<file path="src/rtl/pse_pkg.sv">
// Shared constants and types of the postfix stack evaluator.
`timescale 1ns / 1ps
package pse_pkg;

  localparam int DATA_W          = 32;
  localparam int OP_W            = 3;
  localparam int ST_W            = 3;
  localparam int STACK_DEPTH_DEF = 64;

  localparam logic [OP_W-1:0] OP_PUSH = 3'd0;
  localparam logic [OP_W-1:0] OP_ADD  = 3'd1;
  localparam logic [OP_W-1:0] OP_SUB  = 3'd2;
  localparam logic [OP_W-1:0] OP_MUL  = 3'd3;
  localparam logic [OP_W-1:0] OP_DIV  = 3'd4;
  localparam logic [OP_W-1:0] OP_END  = 3'd5;

  localparam logic [ST_W-1:0] ST_OK       = 3'd0;
  localparam logic [ST_W-1:0] ST_FEW      = 3'd1;
  localparam logic [ST_W-1:0] ST_DIVZERO  = 3'd2;
  localparam logic [ST_W-1:0] ST_DEPTH    = 3'd3;
  localparam logic [ST_W-1:0] ST_OVERFLOW = 3'd4;

  typedef enum logic [1:0] {
    ALU_ADD,
    ALU_SUB,
    ALU_MUL,
    ALU_DIV
  } alu_op_e;

  typedef struct packed {
    logic    start;
    alu_op_e op;
  } alu_req_t;

  typedef struct packed {
    logic              done;
    logic [DATA_W-1:0] res;
  } alu_rsp_t;

endpackage

</file>
<file path="src/rtl/pse_alu.sv">
// Shared arithmetic unit: add, subtract, multiply, radix-2 signed divide.
`timescale 1ns / 1ps
module pse_alu (
  input  logic                        clk_i,
  input  logic                        rst_ni,
  input  pse_pkg::alu_req_t           req_i,
  input  logic [pse_pkg::DATA_W-1:0]  a_i,
  input  logic [pse_pkg::DATA_W-1:0]  b_i,
  output pse_pkg::alu_rsp_t           rsp_o
);
  import pse_pkg::*;

  localparam int SW = $clog2(DATA_W);

  typedef enum logic [1:0] {
    A_IDLE,
    A_DIV,
    A_FIX
  } alu_state_e;

  alu_state_e        state_q;
  logic [DATA_W-1:0] rem_q;
  logic [DATA_W-1:0] quo_q;
  logic [DATA_W-1:0] dvs_q;
  logic [SW-1:0]     step_q;
  logic              neg_q;
  logic [DATA_W-1:0] res_q;
  logic              done_q;

  logic [DATA_W-1:0] mag_a;
  logic [DATA_W-1:0] mag_b;
  logic [DATA_W-1:0] prod;
  logic [DATA_W:0]   shifted;
  logic [DATA_W:0]   diff;
  logic              take;

  assign mag_a   = a_i[DATA_W-1] ? (~a_i + DATA_W'(1)) : a_i;
  assign mag_b   = b_i[DATA_W-1] ? (~b_i + DATA_W'(1)) : b_i;
  assign prod    = a_i * b_i;
  assign shifted = {rem_q, quo_q[DATA_W-1]};
  assign diff    = shifted - {1'b0, dvs_q};
  assign take    = ~diff[DATA_W];

  always_ff @(posedge clk_i or negedge rst_ni) begin
    if (!rst_ni) begin
      state_q <= A_IDLE;
      done_q  <= 1'b0;
      step_q  <= '0;
    end else begin
      done_q <= 1'b0;
      unique case (state_q)
        A_IDLE: begin
          if (req_i.start) begin
            unique case (req_i.op)
              ALU_ADD: begin
                res_q  <= a_i + b_i;
                done_q <= 1'b1;
              end
              ALU_SUB: begin
                res_q  <= a_i - b_i;
                done_q <= 1'b1;
              end
              ALU_MUL: begin
                res_q  <= prod;
                done_q <= 1'b1;
              end
              ALU_DIV: begin
                rem_q   <= '0;
                quo_q   <= mag_a;
                dvs_q   <= mag_b;
                neg_q   <= a_i[DATA_W-1] ^ b_i[DATA_W-1];
                step_q  <= '0;
                state_q <= A_DIV;
              end
              default: ;
            endcase
          end
        end
        A_DIV: begin
          rem_q  <= take ? diff[DATA_W-1:0] : shifted[DATA_W-1:0];
          quo_q  <= {quo_q[DATA_W-2:0], take};
          step_q <= step_q + SW'(1);
          if (step_q == SW'(DATA_W - 1)) begin
            state_q <= A_FIX;
          end
        end
        A_FIX: begin
          res_q   <= neg_q ? (~quo_q + DATA_W'(1)) : quo_q;
          done_q  <= 1'b1;
          state_q <= A_IDLE;
        end
        default: state_q <= A_IDLE;
      endcase
    end
  end

  assign rsp_o.done = done_q;
  assign rsp_o.res  = res_q;

endmodule

</file>
<file path="src/rtl/postfix_stack_evaluator_unit.sv">
// Top level of the postfix stack evaluator: token sequencer, value stack and result stage.
`timescale 1ns / 1ps
// Evaluates a reverse Polish integer expression one token at a time and returns one
// result per token. The stack top sits in a register and the lower entries in a
// STACK_DEPTH-entry memory, so no clearing pass is needed after reset. A push, an end
// mark, an ignored token or a token that raises an error goes from idle straight to the
// emit state; add, subtract and multiply first take one memory read for the left operand
// and one pass through the shared arithmetic unit; divide runs the one-bit-per-cycle
// divider inside that unit. The next token is accepted while a finished result still
// waits in the output register.
module postfix_stack_evaluator_unit #(
  parameter int STACK_DEPTH = pse_pkg::STACK_DEPTH_DEF
) (
  input  logic                              clk_i,
  input  logic                              rst_ni,
  input  logic                              in_valid_i,
  output logic                              in_stall_o,
  input  logic [pse_pkg::OP_W-1:0]          opcode_i,
  input  logic signed [pse_pkg::DATA_W-1:0] number_i,
  output logic                              out_valid_o,
  input  logic                              out_stall_i,
  output logic [pse_pkg::ST_W-1:0]          status_o,
  output logic signed [pse_pkg::DATA_W-1:0] value_o,
  output logic                              finished_o
);
  import pse_pkg::*;

  localparam int AW = $clog2(STACK_DEPTH);
  localparam int CW = $clog2(STACK_DEPTH + 1);

  typedef enum logic [1:0] {
    S_IDLE,
    S_EXEC,
    S_WAIT,
    S_EMIT
  } state_e;

  state_e             state_q;
  logic [CW-1:0]      cnt_q;
  logic [ST_W-1:0]    err_q;
  logic [DATA_W-1:0]  top_q;
  logic [OP_W-1:0]    op_q;
  logic               fin_q;
  logic [ST_W-1:0]    end_st_q;
  logic [DATA_W-1:0]  end_val_q;
  logic               out_valid_q;
  logic [ST_W-1:0]    out_status_q;
  logic signed [DATA_W-1:0] out_value_q;
  logic               out_finished_q;

  logic [DATA_W-1:0]  mem [STACK_DEPTH];
  logic [DATA_W-1:0]  rd_q;

  logic               accept;
  logic               out_free;
  logic               is_arith;
  logic [CW-1:0]      cnt_m1;
  logic [CW-1:0]      cnt_m2;
  logic [AW-1:0]      wr_idx;
  logic [AW-1:0]      rd_idx;
  logic               mem_we;
  logic [ST_W-1:0]    emit_st;
  logic [DATA_W-1:0]  emit_val;
  alu_req_t           alu_req;
  alu_rsp_t           alu_rsp;

  assign in_stall_o = (state_q != S_IDLE);
  assign accept     = in_valid_i && !in_stall_o;
  assign out_free   = !out_valid_q || !out_stall_i;
  assign is_arith   = (opcode_i >= OP_ADD) && (opcode_i <= OP_DIV);
  assign cnt_m1     = cnt_q - CW'(1);
  assign cnt_m2     = cnt_q - CW'(2);
  assign wr_idx     = cnt_m1[AW-1:0];
  assign rd_idx     = cnt_m2[AW-1:0];
  assign mem_we     = accept && (err_q == ST_OK) && (opcode_i == OP_PUSH) &&
                      (cnt_q != '0) && (cnt_q < CW'(STACK_DEPTH));

  always_ff @(posedge clk_i) begin
    if (mem_we) begin
      mem[wr_idx] <= top_q;
    end
    rd_q <= mem[rd_idx];
  end

  always_comb begin
    alu_req.start = (state_q == S_EXEC);
    unique case (op_q)
      OP_SUB:  alu_req.op = ALU_SUB;
      OP_MUL:  alu_req.op = ALU_MUL;
      OP_DIV:  alu_req.op = ALU_DIV;
      default: alu_req.op = ALU_ADD;
    endcase
  end

  pse_alu u_alu (
    .clk_i (clk_i),
    .rst_ni(rst_ni),
    .req_i (alu_req),
    .a_i   (rd_q),
    .b_i   (top_q),
    .rsp_o (alu_rsp)
  );

  always_comb begin
    if (fin_q) begin
      emit_st  = end_st_q;
      emit_val = end_val_q;
    end else begin
      emit_st  = err_q;
      emit_val = ((err_q == ST_OK) && (cnt_q != '0)) ? top_q : '0;
    end
  end

  always_ff @(posedge clk_i or negedge rst_ni) begin
    if (!rst_ni) begin
      state_q     <= S_IDLE;
      cnt_q       <= '0;
      err_q       <= ST_OK;
      fin_q       <= 1'b0;
      out_valid_q <= 1'b0;
    end else begin
      if (!out_stall_i) begin
        out_valid_q <= 1'b0;
      end
      unique case (state_q)
        S_IDLE: begin
          if (accept) begin
            fin_q <= 1'b0;
            op_q  <= opcode_i;
            if (opcode_i == OP_END) begin
              fin_q     <= 1'b1;
              end_st_q  <= err_q;
              end_val_q <= '0;
              if (err_q == ST_OK) begin
                if (cnt_q == CW'(1)) begin
                  end_val_q <= top_q;
                end else begin
                  end_st_q <= ST_DEPTH;
                end
              end
              cnt_q   <= '0;
              err_q   <= ST_OK;
              state_q <= S_EMIT;
            end else if ((err_q != ST_OK) || ((opcode_i != OP_PUSH) && !is_arith)) begin
              state_q <= S_EMIT;
            end else if (opcode_i == OP_PUSH) begin
              if (cnt_q >= CW'(STACK_DEPTH)) begin
                err_q <= ST_OVERFLOW;
              end else begin
                top_q <= number_i;
                cnt_q <= cnt_q + CW'(1);
              end
              state_q <= S_EMIT;
            end else if (cnt_q < CW'(2)) begin
              err_q   <= ST_FEW;
              state_q <= S_EMIT;
            end else if ((opcode_i == OP_DIV) && (top_q == '0)) begin
              err_q   <= ST_DIVZERO;
              cnt_q   <= cnt_m2;
              state_q <= S_EMIT;
            end else begin
              state_q <= S_EXEC;
            end
          end
        end
        S_EXEC: state_q <= S_WAIT;
        S_WAIT: begin
          if (alu_rsp.done) begin
            top_q   <= alu_rsp.res;
            cnt_q   <= cnt_m1;
            state_q <= S_EMIT;
          end
        end
        S_EMIT: begin
          if (out_free) begin
            out_valid_q    <= 1'b1;
            out_status_q   <= emit_st;
            out_value_q    <= emit_val;
            out_finished_q <= fin_q;
            state_q        <= S_IDLE;
          end
        end
        default: state_q <= S_IDLE;
      endcase
    end
  end

  assign out_valid_o = out_valid_q;
  assign status_o    = out_status_q;
  assign value_o     = out_value_q;
  assign finished_o  = out_finished_q;

  a_cnt_bound: assert property (@(posedge clk_i) disable iff (!rst_ni)
    cnt_q <= CW'(STACK_DEPTH))
    else $error("stack count above depth");

  a_alu_done_wait: assert property (@(posedge clk_i) disable iff (!rst_ni)
    alu_rsp.done |-> (state_q == S_WAIT))
    else $error("arithmetic result outside wait state");

  a_end_clears: assert property (@(posedge clk_i) disable iff (!rst_ni)
    (accept && (opcode_i == OP_END)) |=> ((cnt_q == '0) && (err_q == ST_OK)))
    else $error("end mark did not clear the stack");

  a_err_value_zero: assert property (@(posedge clk_i) disable iff (!rst_ni)
    (out_valid_o && (status_o != ST_OK)) |-> (value_o == '0))
    else $error("error result carries a nonzero value");

endmodule
</file>
<file path="config.mk">
export PLATFORM = sky130hd
export DESIGN_NAME = postfix_stack_evaluator_unit
export DESIGN_NICKNAME = d
export VERILOG_FILES = /design/src/rtl/pse_pkg.sv /design/src/rtl/pse_alu.sv /design/src/rtl/postfix_stack_evaluator_unit.sv
export SDC_FILE = /design/constraint.sdc
export NUM_CORES = 2
export LEC_CHECK = 0
export BUFFER_PORTS_ARGS = -buffer_cell sky130_fd_sc_hd__buf_2
export CAP_MARGIN = 10
export CORE_MARGIN = 10
export CORE_UTILIZATION = 64
export DETAILED_ROUTE_END_ITERATION = 7
export GPL_TIMING_DRIVEN = 0
export HOLD_SLACK_MARGIN = 0.02
export MAX_ROUTING_LAYER = met4
export PLACE_DENSITY = 0.84
export SLEW_MARGIN = 0
export SYNTH_ARGS = -nofsm -noshare
export SYNTH_HDL_FRONTEND = slang
export SYNTH_SLANG_ARGS = --single-unit
</file>
<file path="constraint.sdc">
create_clock -name clk_i -period 11.48 [get_ports clk_i]
set_clock_uncertainty 0.1 [all_clocks]
set_input_delay 1.148 -clock clk_i [delete_from_list [all_inputs] [get_ports clk_i]]
set_output_delay 1.148 -clock clk_i [all_outputs]
set_load 0.005 [all_outputs]
</file>
==> metrics.md <==
| Metric | Value |
|---|---|
| Global-route wire length before repair | 554,000 um |
| Site row count | 152 |
| Slew Limit Fails | 33 |
| Final min period | 10.59 ns |
| Top-Level Pins | 77 |
| Synth area leader | edfxtp_1 |
| DRT Pass-1 Iters | 8 |
| Post-synth top area share | 0.619 |
| Worst slew margin | -0.215 |
| Seq/Total Area, Yosys | 0.629 |
| Detail Placement HPWL | 260,000 um |
| Starting Density | 0.645 |
| Post CTS Setup Buffer Count | 0 |
| Worst-path clk slew | 0.08 ns |
| H-tree depth | 4 |
| Vias per inst | 7.41 |
| Routed Antenna Nets | 0 |
| Cells after Synth | 6,486 |
| Final setup vio count | 0 |
| Share of cells above drive strength 1 | 0.194 |
| CP Capture Type | flop |
| WP data arrival | 11.07 ns |
| DRC viols | 117 |
| Synth-to-layout area growth | 13.3% |
| Root buffer cell | clkbuf_16 |
| FILL cells | 9,871 |
| Drt first-iter violations | 13,500 |
| Placed Cells | 9,016 |
| GRT overflow | 0 |
| Util after Layout | 0.731 |
| Total Wirelength | 419,000 um |
| Port Buffers | 76 |
| TritonCTS Buffers | 216 |
| Routed via count | 70,600 |
| Clock sink total | 2,337 |
| Avg Cell Area, Syn | 17.1 um2 |
| Max Buffers Root-to-Sink | 3 |
| Most common cell after layout, fill and taps aside | edfxtp_1 |
| Synthesized net count | 7,138 |
| Final worst-path cycle share | 0.922 |
| Max Cap Viol | 3 |
| Worst-Margin Slew | 1.82 ns |
| Fin nets | 7,590 |
| Number of flops mapped to enable cells by yosys | 2,283 |
| Synth area leaders | edfxtp_1 (62%), mux4_2 (14%), fa_1 (7.4%), ha_1 (2.3%), and2_1 (1.9%) |
| F_max | 0.0944 GHz |
| RSZ-0062 raised after global routing | false |
| Final GP Congestion | 1.03 |
| Gr usage total | 0.435 |
| Synth Flop Type | edfxtp_1 |
| Synth Warn # | 0 |
| Mapped Area | 111,000 um2 |
| Worst setup SP type | flop |
| HP Class | in2async |
| Commonest cells after routing, fill and taps aside | edfxtp_1 (2,283), mux4_2 (665), nand2_1 (469) |
| Final Hold Vio Count | 0 |
| Critical Path Fanout Max | 28 |
| Fraction of registers with async set/reset | 0.00941 |
| Die area | 190,000 um2 |
| Post-synthesis cell type count | 87 |
| Vias in the first global route | 69,000 |
| Status | finished with violations |
| Clock latency on the worst-skew pair | 0.96 ns |
| Largest net degree at the start of global routing | 41 |
| Fin cells | 9,532 |
| Wirelength per Cell | 44.0 um |
| Required time worst endpoint | 11.96 ns |
| CTS tree | done |
| Synthesis-stage register bit count | 2,337 |
| Initial antenna violation count | 69 |
| Setup Crit Path Kind | reg2reg |
| Die width | 436 um |
| Chip height | 436 um |
| Post-Route Setup TNS | 0 ns |
| PostCTS Resize Cnt | 0 |
| # hold bufs at CTS | 0 |
| Violated checks | design-rule violations, max-capacitance violations, max-slew violations |
| Core Box Area | 172,000 um2 |
## cell families after synthesis
logic type / synth area share
DFF: 0.629
and+or+nand+nor: 0.0541
buffers and inverters: 0.0276
muxes: 0.143
adders and majority gates: 0.0970
AOI/OAI and AO/OA: 0.0282
xor gates and xnor gates: 0.0208
## layer usage
layer | track usage | wire (um)
met1 | 0.492 | 122000
met2 | 0.646 | 188000
met3 | 0.144 | 61900
met4 | 0.325 | 47000
met5 | - | 0
## area by class of cell
class                           instances  area, um2  share of cell area
Timing Repair Buffer                  234       3840              0.0306
Sequential cell                      2337      69700               0.555
Inverter                              453       1700              0.0135
Buffer                                355       1370              0.0109
Clock buffer                          258       5660              0.0450
Antenna cell                           95        238             0.00189
Multi-Input combinational cell       3341      38500               0.307
Clock inverter                        149       1630              0.0130
Tap cell                             2310       2890              0.0230
## synthesized netlist by cell type (all sizes together), types with 15 or more instances
cell type / instances
o31ai: 32
buf: 53
nand4: 15
clkbuf: 302
a31oi: 18
o21ai: 161
nand2b: 26
ha: 203
nor3: 40
edfxtp: 2283
dfxtp: 32
a21o: 26
nor2: 192
inv: 452
and2: 343
o41ai: 15
nand3: 35
nand2: 469
dfrtp: 22
mux4: 665
nor2b: 21
a21oi: 118
mux2: 40
xor2: 116
mux2i: 41
nor4: 15
xnor2: 144
fa: 410
a211oi: 27
## path summary, 6_finish.rpt
check,slack [ns],end,depth (start not counted),start
max,0.89,u_alu.res_q[24]$_DFFE_PP_,26,top_q[10]$_DFFE_PP_
max in group asynchronous,10.44,cnt_q[0]$_DFFE_PN0P_,1,rst_ni
min reg2reg,0.42,u_alu.step_q[4]$_DFFE_PN0P_,1,u_alu.step_q[4]$_DFFE_PN0P_
max reg2reg,0.89,u_alu.res_q[24]$_DFFE_PP_,26,top_q[10]$_DFFE_PP_
min,0.20,cnt_q[2]$_DFFE_PN0P_,1,rst_ni
min in group clk_i,0.42,u_alu.step_q[4]$_DFFE_PN0P_,1,u_alu.step_q[4]$_DFFE_PN0P_
## state kept, by name, summed over array words and instances, names as in the netlist
signal / count
mem: 2048
end_val_q: 32
rd_q: 32
top_q: 32
u_alu.dvs_q: 32
u_alu.quo_q: 32
u_alu.rem_q: 32
u_alu.res_q: 32
value_o: 32
cnt_q: 7
u_alu.step_q: 5
end_st_q: 3
err_q: 3
op_q: 3
status_o: 3
state_q: 2
u_alu.state_q: 2
fin_q: 1
finished_o: 1
out_valid_o: 1
u_alu.done_q: 1
u_alu.neg_q: 1
## worst max-delay path, stage by stage (launching register included)
cell,delay [ns]
edfxtp_1,1.09
clkbuf_1,1.08
clkbuf_1,0.50
nand2_1,0.15
fa_1,0.43
inv_1,0.09
fa_1,0.44
fa_1,0.52
inv_1,0.05
fa_1,0.48
inv_1,0.06
fa_1,0.49
inv_1,0.05
fa_1,0.55
inv_1,0.06
fa_1,0.51
fa_1,0.43
ha_1,0.37
a21o_1,0.22
a21o_1,0.17
a21oi_1,0.39
o21bai_1,0.15
a221oi_1,0.91
o21bai_1,0.18
xnor2_1,0.26
a22oi_1,0.45
o21ai_1,0.13
## metrics by stage
stage	hold WS (ns)	area (um2)	worst slack (ns)
floorplan	0.368	111000	3.27
global placement	0.378	114000	0.117
detailed placement	0.404	118000	1.26
CTS	0.204	125000	1.17
global route	0.253	126000	0.721
finish	0.202	126000	0.890
Power is left out: the tool's default activity adds up to more than one toggle a clock period on the data nets, which glitch-free logic cannot reach.
